==> src/hdl/cbd_pkg.sv <==
// ----------------------------------------------------------------------------
// cbd_pkg
// Shared types, constants and helpers for the chunked body decoder.
// ----------------------------------------------------------------------------
package cbd_pkg;

  // Widths of the size accumulator and the consumed byte counter
  localparam int SIZE_BITS  = 32;
  localparam int COUNT_BITS = 32;
  localparam int CONS_BITS  = 32;
  localparam int HEX_RADIX  = 16;

  localparam logic [7:0] CH_CR = 8'h0D;
  localparam logic [7:0] CH_LF = 8'h0A;

  // Parser phase, one-hot
  typedef enum logic [11:0] {
    PH_SIZE_FIRST  = 12'b0000_0000_0001,
    PH_SIZE_DIGITS = 12'b0000_0000_0010,
    PH_EXT         = 12'b0000_0000_0100,
    PH_DATA        = 12'b0000_0000_1000,
    PH_DATA_CR     = 12'b0000_0001_0000,
    PH_DATA_LF     = 12'b0000_0010_0000,
    PH_TRL_START   = 12'b0000_0100_0000,
    PH_TRL_CR      = 12'b0000_1000_0000,
    PH_TRL_LINE    = 12'b0001_0000_0000,
    PH_DONE        = 12'b0010_0000_0000,
    PH_ERROR       = 12'b0100_0000_0000,
    PH_ENDED       = 12'b1000_0000_0000
  } phase_t;

  // Status codes on the result channel
  typedef enum logic [1:0] {
    ST_RUNNING   = 2'd0,
    ST_COMPLETE  = 2'd1,
    ST_MALFORMED = 2'd2,
    ST_ENDED     = 2'd3
  } status_t;

  // Parser state carried from byte to byte
  typedef struct packed {
    phase_t                phase;
    logic [SIZE_BITS-1:0]  remaining;
    logic [COUNT_BITS-1:0] count;
  } parse_state_t;

  // One result item
  typedef struct packed {
    logic [7:0]           payload_byte;
    logic                 payload_valid;
    status_t              status;
    logic [CONS_BITS-1:0] consumed;
  } result_t;

  // Hex digit decode: bit 4 set means the byte is not a hex digit
  function automatic logic [4:0] hex_value(input logic [7:0] c);
    logic [4:0] v;
    v = 5'(HEX_RADIX);
    if (c >= "0" && c <= "9") begin
      v = 5'(c - 8'("0"));
    end else if (c >= "a" && c <= "f") begin
      v = 5'(c - 8'("a") + 8'd10);
    end else if (c >= "A" && c <= "F") begin
      v = 5'(c - 8'("A") + 8'd10);
    end
    return v;
  endfunction

endpackage

==> src/hdl/cbd_parse.sv <==
// ----------------------------------------------------------------------------
// cbd_parse
// Next-state and result logic for one body byte of the chunked decoder.
// ----------------------------------------------------------------------------
module cbd_parse (
  input  cbd_pkg::parse_state_t cur,
  input  logic [7:0]            data_byte,
  input  logic                  start_of_body,
  input  logic                  end_of_body,
  output cbd_pkg::parse_state_t nxt,
  output cbd_pkg::result_t      res
);

  localparam logic [cbd_pkg::SIZE_BITS-1:0]  SIZE_MAX  = '1;
  localparam logic [cbd_pkg::COUNT_BITS-1:0] COUNT_MAX = '1;
  localparam logic [cbd_pkg::CONS_BITS-1:0]  CONS_MAX  = '1;

  cbd_pkg::parse_state_t    base;
  logic [4:0]               hex_d;
  logic                     is_hex;
  logic                     running;
  logic                     pay_vld;
  logic [cbd_pkg::SIZE_BITS-1:0] acc_shift;
  logic [cbd_pkg::SIZE_BITS-1:0] rem_dec;
  logic [cbd_pkg::COUNT_BITS-1:0] cnt_out;

  // Start of body clears the parser before this byte is parsed
  always_comb begin
    if (start_of_body) begin
      base.phase     = cbd_pkg::PH_SIZE_FIRST;
      base.remaining = '0;
      base.count     = '0;
    end else begin
      base = cur;
    end
  end

  assign hex_d   = cbd_pkg::hex_value(data_byte);
  assign is_hex  = ~hex_d[4];
  assign running = (base.phase != cbd_pkg::PH_DONE) &&
                   (base.phase != cbd_pkg::PH_ERROR) &&
                   (base.phase != cbd_pkg::PH_ENDED);

  // Size accumulation, saturating at all ones
  always_comb begin
    if (base.remaining[cbd_pkg::SIZE_BITS-1 -: 4] != 4'd0) begin
      acc_shift = SIZE_MAX;
    end else begin
      acc_shift = {base.remaining[cbd_pkg::SIZE_BITS-5:0], hex_d[3:0]};
    end
  end

  assign rem_dec = (base.remaining != '0) ? base.remaining - 1'b1 : base.remaining;

  // Phase transitions
  always_comb begin
    nxt = base;
    pay_vld = 1'b0;
    if (running) begin
      if (base.count != COUNT_MAX) begin
        nxt.count = base.count + 1'b1;
      end
      case (base.phase)
        cbd_pkg::PH_SIZE_FIRST: begin
          if (is_hex) begin
            nxt.remaining = cbd_pkg::SIZE_BITS'(hex_d[3:0]);
            nxt.phase     = cbd_pkg::PH_SIZE_DIGITS;
          end else begin
            nxt.phase = cbd_pkg::PH_ERROR;
          end
        end
        cbd_pkg::PH_SIZE_DIGITS: begin
          if (is_hex) begin
            nxt.remaining = acc_shift;
          end else if (data_byte == cbd_pkg::CH_LF) begin
            nxt.phase = (base.remaining == '0) ? cbd_pkg::PH_TRL_START : cbd_pkg::PH_DATA;
          end else begin
            nxt.phase = cbd_pkg::PH_EXT;
          end
        end
        cbd_pkg::PH_EXT: begin
          if (data_byte == cbd_pkg::CH_LF) begin
            nxt.phase = (base.remaining == '0) ? cbd_pkg::PH_TRL_START : cbd_pkg::PH_DATA;
          end
        end
        cbd_pkg::PH_DATA: begin
          pay_vld       = 1'b1;
          nxt.remaining = rem_dec;
          if (rem_dec == '0) begin
            nxt.phase = cbd_pkg::PH_DATA_CR;
          end
        end
        cbd_pkg::PH_DATA_CR: begin
          nxt.phase = (data_byte == cbd_pkg::CH_CR) ? cbd_pkg::PH_DATA_LF : cbd_pkg::PH_ERROR;
        end
        cbd_pkg::PH_DATA_LF: begin
          nxt.phase = (data_byte == cbd_pkg::CH_LF) ? cbd_pkg::PH_SIZE_FIRST : cbd_pkg::PH_ERROR;
        end
        cbd_pkg::PH_TRL_START: begin
          if (data_byte == cbd_pkg::CH_LF) begin
            nxt.phase = cbd_pkg::PH_DONE;
          end else if (data_byte == cbd_pkg::CH_CR) begin
            nxt.phase = cbd_pkg::PH_TRL_CR;
          end else begin
            nxt.phase = cbd_pkg::PH_TRL_LINE;
          end
        end
        cbd_pkg::PH_TRL_CR: begin
          nxt.phase = (data_byte == cbd_pkg::CH_LF) ? cbd_pkg::PH_DONE : cbd_pkg::PH_TRL_LINE;
        end
        cbd_pkg::PH_TRL_LINE: begin
          if (data_byte == cbd_pkg::CH_LF) begin
            nxt.phase = cbd_pkg::PH_TRL_START;
          end
        end
        default: begin
          nxt.phase = base.phase;
        end
      endcase
      // Body ran out before the final empty line
      if (end_of_body && (nxt.phase != cbd_pkg::PH_DONE) &&
          (nxt.phase != cbd_pkg::PH_ERROR)) begin
        nxt.phase = cbd_pkg::PH_ENDED;
      end
    end
  end

  // Consumed count, clamped to the output width
  always_comb begin
    if (cbd_pkg::COUNT_BITS > cbd_pkg::CONS_BITS &&
        nxt.count > cbd_pkg::COUNT_BITS'(CONS_MAX)) begin
      cnt_out = cbd_pkg::COUNT_BITS'(CONS_MAX);
    end else begin
      cnt_out = nxt.count;
    end
  end

  // Status and result fields
  always_comb begin
    case (nxt.phase)
      cbd_pkg::PH_DONE:  res.status = cbd_pkg::ST_COMPLETE;
      cbd_pkg::PH_ERROR: res.status = cbd_pkg::ST_MALFORMED;
      cbd_pkg::PH_ENDED: res.status = cbd_pkg::ST_ENDED;
      default:           res.status = cbd_pkg::ST_RUNNING;
    endcase
    res.payload_valid = pay_vld;
    res.payload_byte  = pay_vld ? data_byte : 8'd0;
    res.consumed      = (nxt.phase == cbd_pkg::PH_DONE) ?
                        cbd_pkg::CONS_BITS'(cnt_out) : '0;
  end

endmodule

==> src/hdl/http_chunked_body_decoder_core.sv <==
// ----------------------------------------------------------------------------
// http_chunked_body_decoder_core
// Streams an HTTP chunked body byte by byte, passes out chunk data and
// reports completion with the byte count, malformed framing or early end.
// ----------------------------------------------------------------------------
//  channel | ports                                              | direction
//  --------+----------------------------------------------------+----------
//  input   | in_valid, in_stall, in_data_byte, in_start_of_body, | in
//          | in_end_of_body                                      |
//  result  | out_valid, out_stall, out_payload_byte,             | out
//          | out_payload_valid, out_status, out_consumed_bytes   |
//
// One byte per cycle while the result is not stalled: each accepted byte gives one result in the next cycle.
// The loop through the parser state register sets the rate; its path is a
// hex decode, a saturating shift or decrement, and the counter increment.
// Reset clears the phase, size and count; no clearing pass is needed.
// A stalled result holds the input side only while the result register is full.
// ----------------------------------------------------------------------------
module http_chunked_body_decoder_core (
  input  logic        clk,
  input  logic        rst_n,
  input  logic        in_valid,
  output logic        in_stall,
  input  logic [7:0]  in_data_byte,
  input  logic        in_start_of_body,
  input  logic        in_end_of_body,
  output logic        out_valid,
  input  logic        out_stall,
  output logic [7:0]  out_payload_byte,
  output logic        out_payload_valid,
  output logic [1:0]  out_status,
  output logic [31:0] out_consumed_bytes
);

  cbd_pkg::parse_state_t state_r, state_nxt;
  cbd_pkg::result_t      res_r, res_nxt;
  logic                  out_valid_r, out_valid_nxt;
  logic                  in_xfer;

  // Accept whenever the result register is free or being drained
  assign in_stall = out_valid_r & out_stall;
  assign in_xfer  = in_valid & ~in_stall;

  cbd_parse u_parse (
    .cur           (state_r),
    .data_byte     (in_data_byte),
    .start_of_body (in_start_of_body),
    .end_of_body   (in_end_of_body),
    .nxt           (state_nxt),
    .res           (res_nxt)
  );

  assign out_valid_nxt = in_xfer | (out_valid_r & out_stall);

  // Parser state and valid flag
  always_ff @(posedge clk) begin
    if (!rst_n) begin
      state_r.phase     <= cbd_pkg::PH_SIZE_FIRST;
      state_r.remaining <= '0;
      state_r.count     <= '0;
      out_valid_r       <= 1'b0;
    end else begin
      out_valid_r <= out_valid_nxt;
      if (in_xfer) begin
        state_r <= state_nxt;
      end
    end
  end

  // Result register
  always_ff @(posedge clk) begin
    if (in_xfer) begin
      res_r <= res_nxt;
    end
  end

  assign out_valid          = out_valid_r;
  assign out_payload_byte   = res_r.payload_byte;
  assign out_payload_valid  = res_r.payload_valid;
  assign out_status         = res_r.status;
  assign out_consumed_bytes = res_r.consumed;

`ifndef ASSERT_OFF
  // A data byte never completes or fails the body
  a_data_status: assert property (@(posedge clk) disable iff (!rst_n)
    (out_valid && out_payload_valid) |->
      (out_status == cbd_pkg::ST_RUNNING || out_status == cbd_pkg::ST_ENDED))
    else $error("payload byte with complete or malformed status");

  // Count is reported only on completion
  a_count_done: assert property (@(posedge clk) disable iff (!rst_n)
    (out_valid && out_status != cbd_pkg::ST_COMPLETE) |-> (out_consumed_bytes == '0))
    else $error("consumed count without completion");

  // Input is held back only by a full, stalled result register
  a_stall_src: assert property (@(posedge clk) disable iff (!rst_n)
    in_stall |-> (out_valid && out_stall))
    else $error("input stalled without pending result");

  // Every input transfer shows a result in the next cycle
  a_result_follows: assert property (@(posedge clk) disable iff (!rst_n)
    (in_valid && !in_stall) |=> out_valid)
    else $error("accepted byte produced no result");
`endif

endmodule
==> config.mk <==
export PLATFORM = sky130hd
export DESIGN_NAME = http_chunked_body_decoder_core
export DESIGN_NICKNAME = d
export VERILOG_FILES = /design/src/hdl/cbd_pkg.sv /design/src/hdl/cbd_parse.sv /design/src/hdl/http_chunked_body_decoder_core.sv
export SDC_FILE = /design/constraint.sdc
export NUM_CORES = 1
export LEC_CHECK = 0
export ABC_AREA = 0
export BUFFER_PORTS_ARGS = -buffer_cell sky130_fd_sc_hd__clkbuf_2
export CORE_MARGIN = 5
export CORE_UTILIZATION = 67
export CTS_BUF_LIST = sky130_fd_sc_hd__clkbuf_16
export DETAILED_ROUTE_END_ITERATION = 12
export PLACE_DENSITY = 0.93
export SLEW_MARGIN = 10
export SYNTH_ARGS = -nofsm -noshare
export SYNTH_HDL_FRONTEND = slang
export SYNTH_SLANG_ARGS = --single-unit
==> constraint.sdc <==
create_clock -name clk -period 9.1 [get_ports clk]
set_clock_uncertainty 0.2 [all_clocks]
set_input_delay 0.91 -clock clk [delete_from_list [all_inputs] [get_ports clk]]
set_output_delay 0.91 -clock clk [all_outputs]
set_load 0.02 [all_outputs]
# Word-level counts from Yosys, hierarchy flattened
# Cells that the tools add are included.
dict set report op_classes {
  mul 0
  n_eq_ne 20
  n_lt_le_gt_ge 6
  muxes 29
  shifts 0
  n_addsub 7
  n_reduce_logical 11
  n_bitwise 4
  n_div 0
}
# op count
set ops {}
lappend ops {{32-bit two-way mux} 5}
lappend ops {{76-bit two-way mux} 2}
lappend ops {{12-bit case mux with 9 select lines} 1}
lappend ops {{12-bit two-way mux} 8}
lappend ops {{32-bit case mux with 3 select lines} 1}
lappend ops {{32-bit logical NOT} 2}
lappend ops {{11-bit two-way mux} 3}
lappend ops {{32-bit by 1-bit adder with 32-bit output, second input constant} 1}
lappend ops {{32-bit != test, second input constant} 1}
lappend ops {{32-bit nonzero test} 1}
lappend ops {{32-bit by 1-bit subtractor with 32-bit output, second input constant} 1}
lappend ops {{12-bit by 10-bit != test with 1-bit output, second input constant} 2}
lappend ops {{12-bit by 11-bit != test with 1-bit output, second input constant} 2}
lappend ops {{8-bit by 4-bit equality test with 1-bit output, second input constant} 2}
lappend ops {{8-bit by 7-bit >= comparator with 1-bit output, second input constant} 2}
lappend ops {{8-bit by 7-bit <= comparator with 1-bit output, second input constant} 2}
lappend ops {{5-bit two-way mux} 3}
lappend ops {{12-bit by 1-bit equality test with 1-bit output, second input constant} 1}
lappend ops {{12-bit by 10-bit equality test with 1-bit output, second input constant} 1}
lappend ops {{12-bit by 11-bit equality test with 1-bit output, second input constant} 1}
lappend ops {{12-bit equality test, second input constant} 1}
lappend ops {{12-bit by 2-bit equality test with 1-bit output, second input constant} 1}
lappend ops {{12-bit by 3-bit equality test with 1-bit output, second input constant} 1}
lappend ops {{12-bit by 4-bit equality test with 1-bit output, second input constant} 1}
lappend ops {{other kinds (21)} 31}
dict set report totals {
  memories 0
  latchBits 0
  ram_bits 0
  input_bits 14
  register_bits 120
  mem_bits_ro 0
  word_cells 85
}

# Logic depth before layout (Yosys ltp)
dict set report logic_depth {
  ltp_word 15
  depth_mapped 20
  mapped_depth_nobuf 12
}

# By module
# From an unflattened synthesis, not the netlist that was laid out.
dict set report unflattened {
  cells_unflattened 1176
  area_unflattened_um2 9152.5
}
# module cells_per_inst area_each_um2 n_inst
set by_module_without_submodules {}
lappend by_module_without_submodules {cbd_parse 799 4797.1 1}
lappend by_module_without_submodules {http_chunked_body_decoder_core 377 4355.4 1}

# Least setup slack after synthesis
# Ideal clock, no wire load.
dict set report synth_timing {
  kind {input port to flip-flop}
  start {input port in_start_of_body}
  end {register state_r[68] in the netlist's numbering}
  cell_stages 19
  setup_time_ps 73
  arrival_ps 4839
  required_time_ps 8827
  setup_slack_ps 3987
  path_buffers 7
  path_cell_list {buf_6 -> buf_2 -> inv_1 -> buf_2 -> clkbuf_1 -> clkbuf_1 -> clkbuf_1 -> nand2_1 -> ha_1 -> and2_1 -> clkbuf_2 -> o21ai_1 -> xor2_1 -> a22oi_1 -> a311o_1 -> nor4_1 -> nand4_1 -> or4_1 -> o211ai_2}
}
dict set report synth_via {
  elab_chain_cells 12
  elab_cells_between_ends 34
}
# item line
set synth_rtl {}
lappend synth_rtl {{start, declared} http_chunked_body_decoder_core.sv:25} ;# input logic in_start_of_body,
lappend synth_rtl {{76-bit two-way mux (*)} cbd_parse.sv:29} ;# if (start_of_body) begin
lappend synth_rtl {{32-bit by 1-bit subtractor with 32-bit output, or another cell as far along} cbd_parse.sv:53} ;# assign rem_dec = (base.remaining != '0) ? base.remaining - 1'b1 : base.remaining;
lappend synth_rtl {{32-bit two-way mux / 7-bit two-way mux (equally long branches)} {cbd_parse.sv:53, cbd_parse.sv:76, cbd_parse.sv:83}}
lappend synth_rtl {{32-bit logical NOT / 12-bit two-way mux (equally long branches)} {cbd_parse.sv:89, cbd_parse.sv:75}}
lappend synth_rtl {{12-bit two-way mux (on tied branches)} {cbd_parse.sv:89, cbd_parse.sv:73}}
lappend synth_rtl {{12-bit case mux with 9 select lines} cbd_parse.sv:63} ;# case (base.phase)
lappend synth_rtl {{12-bit two-way mux} cbd_parse.sv:59} ;# if (running) begin
lappend synth_rtl {{12-bit by 10-bit != test with 1-bit output} cbd_parse.sv:121} ;# if (end_of_body && (nxt.phase != cbd_pkg::PH_DONE) &&
lappend synth_rtl {{1-bit logical AND (2 in series)} cbd_parse.sv:121}
lappend synth_rtl {{12-bit two-way mux} cbd_parse.sv:121}
lappend synth_rtl {{76-bit two-way mux (*)} cbd_parse.sv:59}
lappend synth_rtl {{end signal, assigned} http_chunked_body_decoder_core.sv:65} ;# state_r <= state_nxt;
lappend synth_rtl {{end, declared} http_chunked_body_decoder_core.sv:35} ;# cbd_pkg::parse_state_t state_r, state_nxt;
# Mark *: on every way between the ends. The rest lies on a longest branch, timed or not. The select of a mux whose other input is x is not followed.
# A chain may end at the register's enable or synchronous reset.

# Final worst setup path
dict set report layout_timing {
  start {input port in_start_of_body}
  end {register res_r (netlist bit out_consumed_bytes[18]), data pin}
}
dict set report layout_via {
  elab_chain_cells 13
  elab_cells_between_ends 38
}
# item line
set layout_rtl {}
lappend layout_rtl {{76-bit two-way mux (*)} cbd_parse.sv:29}
lappend layout_rtl {{32-bit by 1-bit subtractor with 32-bit output, or another cell as far along} cbd_parse.sv:53}
lappend layout_rtl {{32-bit two-way mux / 7-bit two-way mux (equally long branches)} {cbd_parse.sv:53, cbd_parse.sv:76, cbd_parse.sv:83}}
lappend layout_rtl {{32-bit logical NOT / 12-bit two-way mux (equally long branches)} {cbd_parse.sv:89, cbd_parse.sv:75}}
lappend layout_rtl {{12-bit two-way mux (on tied branches)} {cbd_parse.sv:89, cbd_parse.sv:73}}
lappend layout_rtl {{12-bit case mux with 9 select lines} cbd_parse.sv:63}
lappend layout_rtl {{12-bit two-way mux} cbd_parse.sv:59}
lappend layout_rtl {{12-bit by 10-bit != test with 1-bit output} cbd_parse.sv:121}
lappend layout_rtl {{1-bit logical AND (2 in series)} cbd_parse.sv:121}
lappend layout_rtl {{12-bit two-way mux} cbd_parse.sv:121}
lappend layout_rtl {{76-bit two-way mux (*)} cbd_parse.sv:59}
lappend layout_rtl {{12-bit by 10-bit equality test with 1-bit output} cbd_parse.sv:148} ;# res.consumed = (nxt.phase == cbd_pkg::PH_DONE) ?
lappend layout_rtl {{end signal, assigned} http_chunked_body_decoder_core.sv:73} ;# res_r <= res_nxt;
lappend layout_rtl {{end, declared} http_chunked_body_decoder_core.sv:36} ;# cbd_pkg::result_t res_r, res_nxt;
# Marked as above.

==> reports/results.txt <==
Outcome - completed
Period utilization - 57.9%
Worst EP required - 9160 ps
Crit. Startpoint - in_start_of_body
Filler cells - 940
Post-CTS Hold Buffers - 0
Starting Density - 68.6%
Mapped Cells - 1132
Async set or reset register ratio after synthesis - 0%
Diode count - 0
Drt pass-1 iters - 8
LEAKAGE - 0.00323 µW
Setup tns final - 0 ps
Post-synth top area share - 17.7%
Pwr dens - 162 nW/µm²
Post-route ant nets - 0
Hold path startpoint - state_r[29]
Main synth FF type - dfxtp_1
Post-CTS setup buffers - 0
CP max FO - 75
Final setup margin - 3830 ps
DRC - 0
Antenna violations before repair - 0
Wire per inst - 21.1 µm
# clock sinks - 120
TritonCTS buffer count - 17
Final Hold Fails - 0
Final critical-path required period - 5270 ps
PortBufs - 58
Startpoint Class - input port
CTS tree - yes
Die Area - 15400 µm²
Syn Nets - 1152
Number of global-route vias before repair - 8553
Number of gates resized after cts - 0
Die height - 124 µm
Sequential share of the synthesized area - 32.6%
Die W - 124 µm
Row Count - 41
Via density - 7.13
Least-Margin Pin Slew - 1100 ps
Clock latency on the worst-skew pair - 430 ps
DP HPWL - 17800 µm
Post-synth EDFFs - 43
Final global-route overflow total - 0
RSZ-0062 raised after global routing - no
Layout cells sized above 1 - 12.0%
Worst slack at placement - 3560 ps
Tot Pwr - 1530 µW
Vias - 9341
Area Growth Syn to Fin - 8.69%
Synth warn - 0
Largest net degree at the start of global routing - 84
WS Path Type - in2reg
Clock root cell - clkbuf_16
Synth area leader - dfxtp_1
Layout Utilization - 74.6%
Max-slew violation count - 0
WL final - 27700 µm
Max IR drop VDD - 0.126 mV
Cell Area, Synth - 8700 µm²
Synthesized flop and latch total - 120
GPL Wtd Cong - 1.02
Hold WC Path Type - reg2reg
Layout Nets - 1146
Max frequency - 0.190 GHz
Worst slew margin - 26.4%
# setup viols final - 0
Synth area leaders - dfxtp_1 18%, edfxtp_1 15%, nor2_1 6.1%, o21ai_0 5.6%, a21oi_1 5.2%
CP Capture Type - flop
Netlist cell types - 90
Reg-to-Reg Start - state_r[70]
Htree depth - 4
Syn_area_per_cell - 7.68 µm²
DR iter-0 viols - 1426
Core ar. - 12700 µm²
First-pass GRT wire length - 43600 µm
# IOs - 59
Clock Path Buffers - 2
Max Cap Viol - 0
Worst EP arrival - 5330 ps
Clk pin slew, worst setup/hold paths - 60 ps
Total GRT Usage - 36.1%
cells by family after synthesis:
group                    Yosys count  synth area share [%]
AO/OA/AOI/OAI                    353                  26.1
XOR/XNOR                          47                  4.73
adder cells (fa/ha/maj)            6                 0.863
buffers and inverters            115                  5.45
flip-flops                       120                  32.6
multiplexers                       4                 0.475
AND/OR/NAND/NOR                  487                  29.8
cell usage in the layout (no fill, tap or decap), types with 10 or more instances in the layout:
| cell | n |
|---|---|
| a211oi_1 | 10 |
| a21oi_1 | 91 |
| a22oi_1 | 27 |
| a31oi_1 | 14 |
| and2_1 | 18 |
| and3_1 | 14 |
| buf_4 | 11 |
| clkbuf_16 | 17 |
| clkbuf_2 | 57 |
| dfxtp_1 | 77 |
| edfxtp_1 | 43 |
| inv_1 | 20 |
| nand2_1 | 98 |
| nand3_1 | 35 |
| nand4_1 | 10 |
| nor2_1 | 141 |
| nor2b_1 | 21 |
| nor3_1 | 52 |
| nor4_1 | 21 |
| o21ai_0 | 98 |
| o31ai_1 | 10 |
| or3_1 | 11 |
| or4_1 | 12 |
| xnor2_1 | 28 |
| xor2_1 | 19 |
metal layers:
metal	track usage, %	share of wire [%]	wire length (µm)	up-vias
li1	-	-	-	4195
met3	7.72	13	3480	140
met2	56.2	44	12200	738
met4	17.5	4.6	1290	0
met1	47.7	39	10800	4268
met5	0	0	0	-
sequential cells by signal, summed over array words and instances, names as in the netlist:
name and count:
out_consumed_bytes 32, out_payload_byte 8, out_payload_valid 1, out_status 2, out_valid 1, state_r 76
per-stage QoR:
step	instances	cell area (µm²)	hold slack, ps
finish	1311	9450	301
global route	1311	9450	330
CTS	1311	9450	293
detailed placement	1279	8890	286
global placement	1279	8890	262
floorplan	1132	8700	255
power by group:
part | switching [µW] | total [µW] | internal [µW] | leakage, µW
registers | 24.9 | 599 | 574 | 0.00105
logic | 196 | 284 | 87.4 | 0.00191
clock network | 254 | 651 | 397 | 0.000270
total | 475 | 1530 | 1060 | 0.00323
worst max-delay path: stages:
cell,delay (ps)
buf_4,580
inv_1,550
nand2_1,300
ha_1,300
or4b_1,530
nand2_1,350
a211oi_1,160
o311a_1,360
nor4_4,320
nand2_1,90
nand4b_4,500
nor3_1,330
final timing paths:
check | to | slack, ps | cells past startpoint
max | out_consumed_bytes[18] | 3830 | 12
min | state_r[29] | 300 | 2
max reg2reg | out_consumed_bytes[18] | 4290 | 10
min reg2reg | state_r[29] | 300 | 2
Yosys cell counts, types with 4 or more instances:
cell      number
nor2_1       141
nand2_1       98
o21ai_0       98
a21oi_1       91
dfxtp_1       77
clkbuf_1      62
nor3_1        52
edfxtp_1      43
nand3_1       35
xnor2_1       28
a22oi_1       27
inv_1         21
nor2b_1       21
nor4_1        21
xor2_1        19
and2_1        18
buf_2         16
a31oi_1       14
and3_1        14
or4_1         12
or3_1         11
a211oi_1      10
nand4_1       10
o31ai_1       10
buf_1          9
o22ai_1        9
o211ai_1       7
ha_1           6
nor4_4         6
o32ai_1        6
or2_2          6
and4_1         5
nand4b_1       5
o21a_1         5
o21bai_1       5
o221ai_1       5
a21boi_0       4
a21o_1         4
and4b_1        4
nor4b_1        4
o21ai_1        4
o31a_1         4
layout make-up:
| class | count | area, µm² | area share [%] |
|---|---|---|---|
| multi-input cells | 897 | 5390 | 57.0 |
| flip-flops and latches | 120 | 2830 | 30.0 |
| clock buffers | 17 | 425 | 4.50 |
| repair buffers | 68 | 368 | 3.89 |
| well taps | 172 | 215 | 2.28 |
| clock inverters | 15 | 138 | 1.46 |
| inverters | 22 | 83.8 | 0.887 |
No activity file was read; power rests on OpenSTA's default activity.
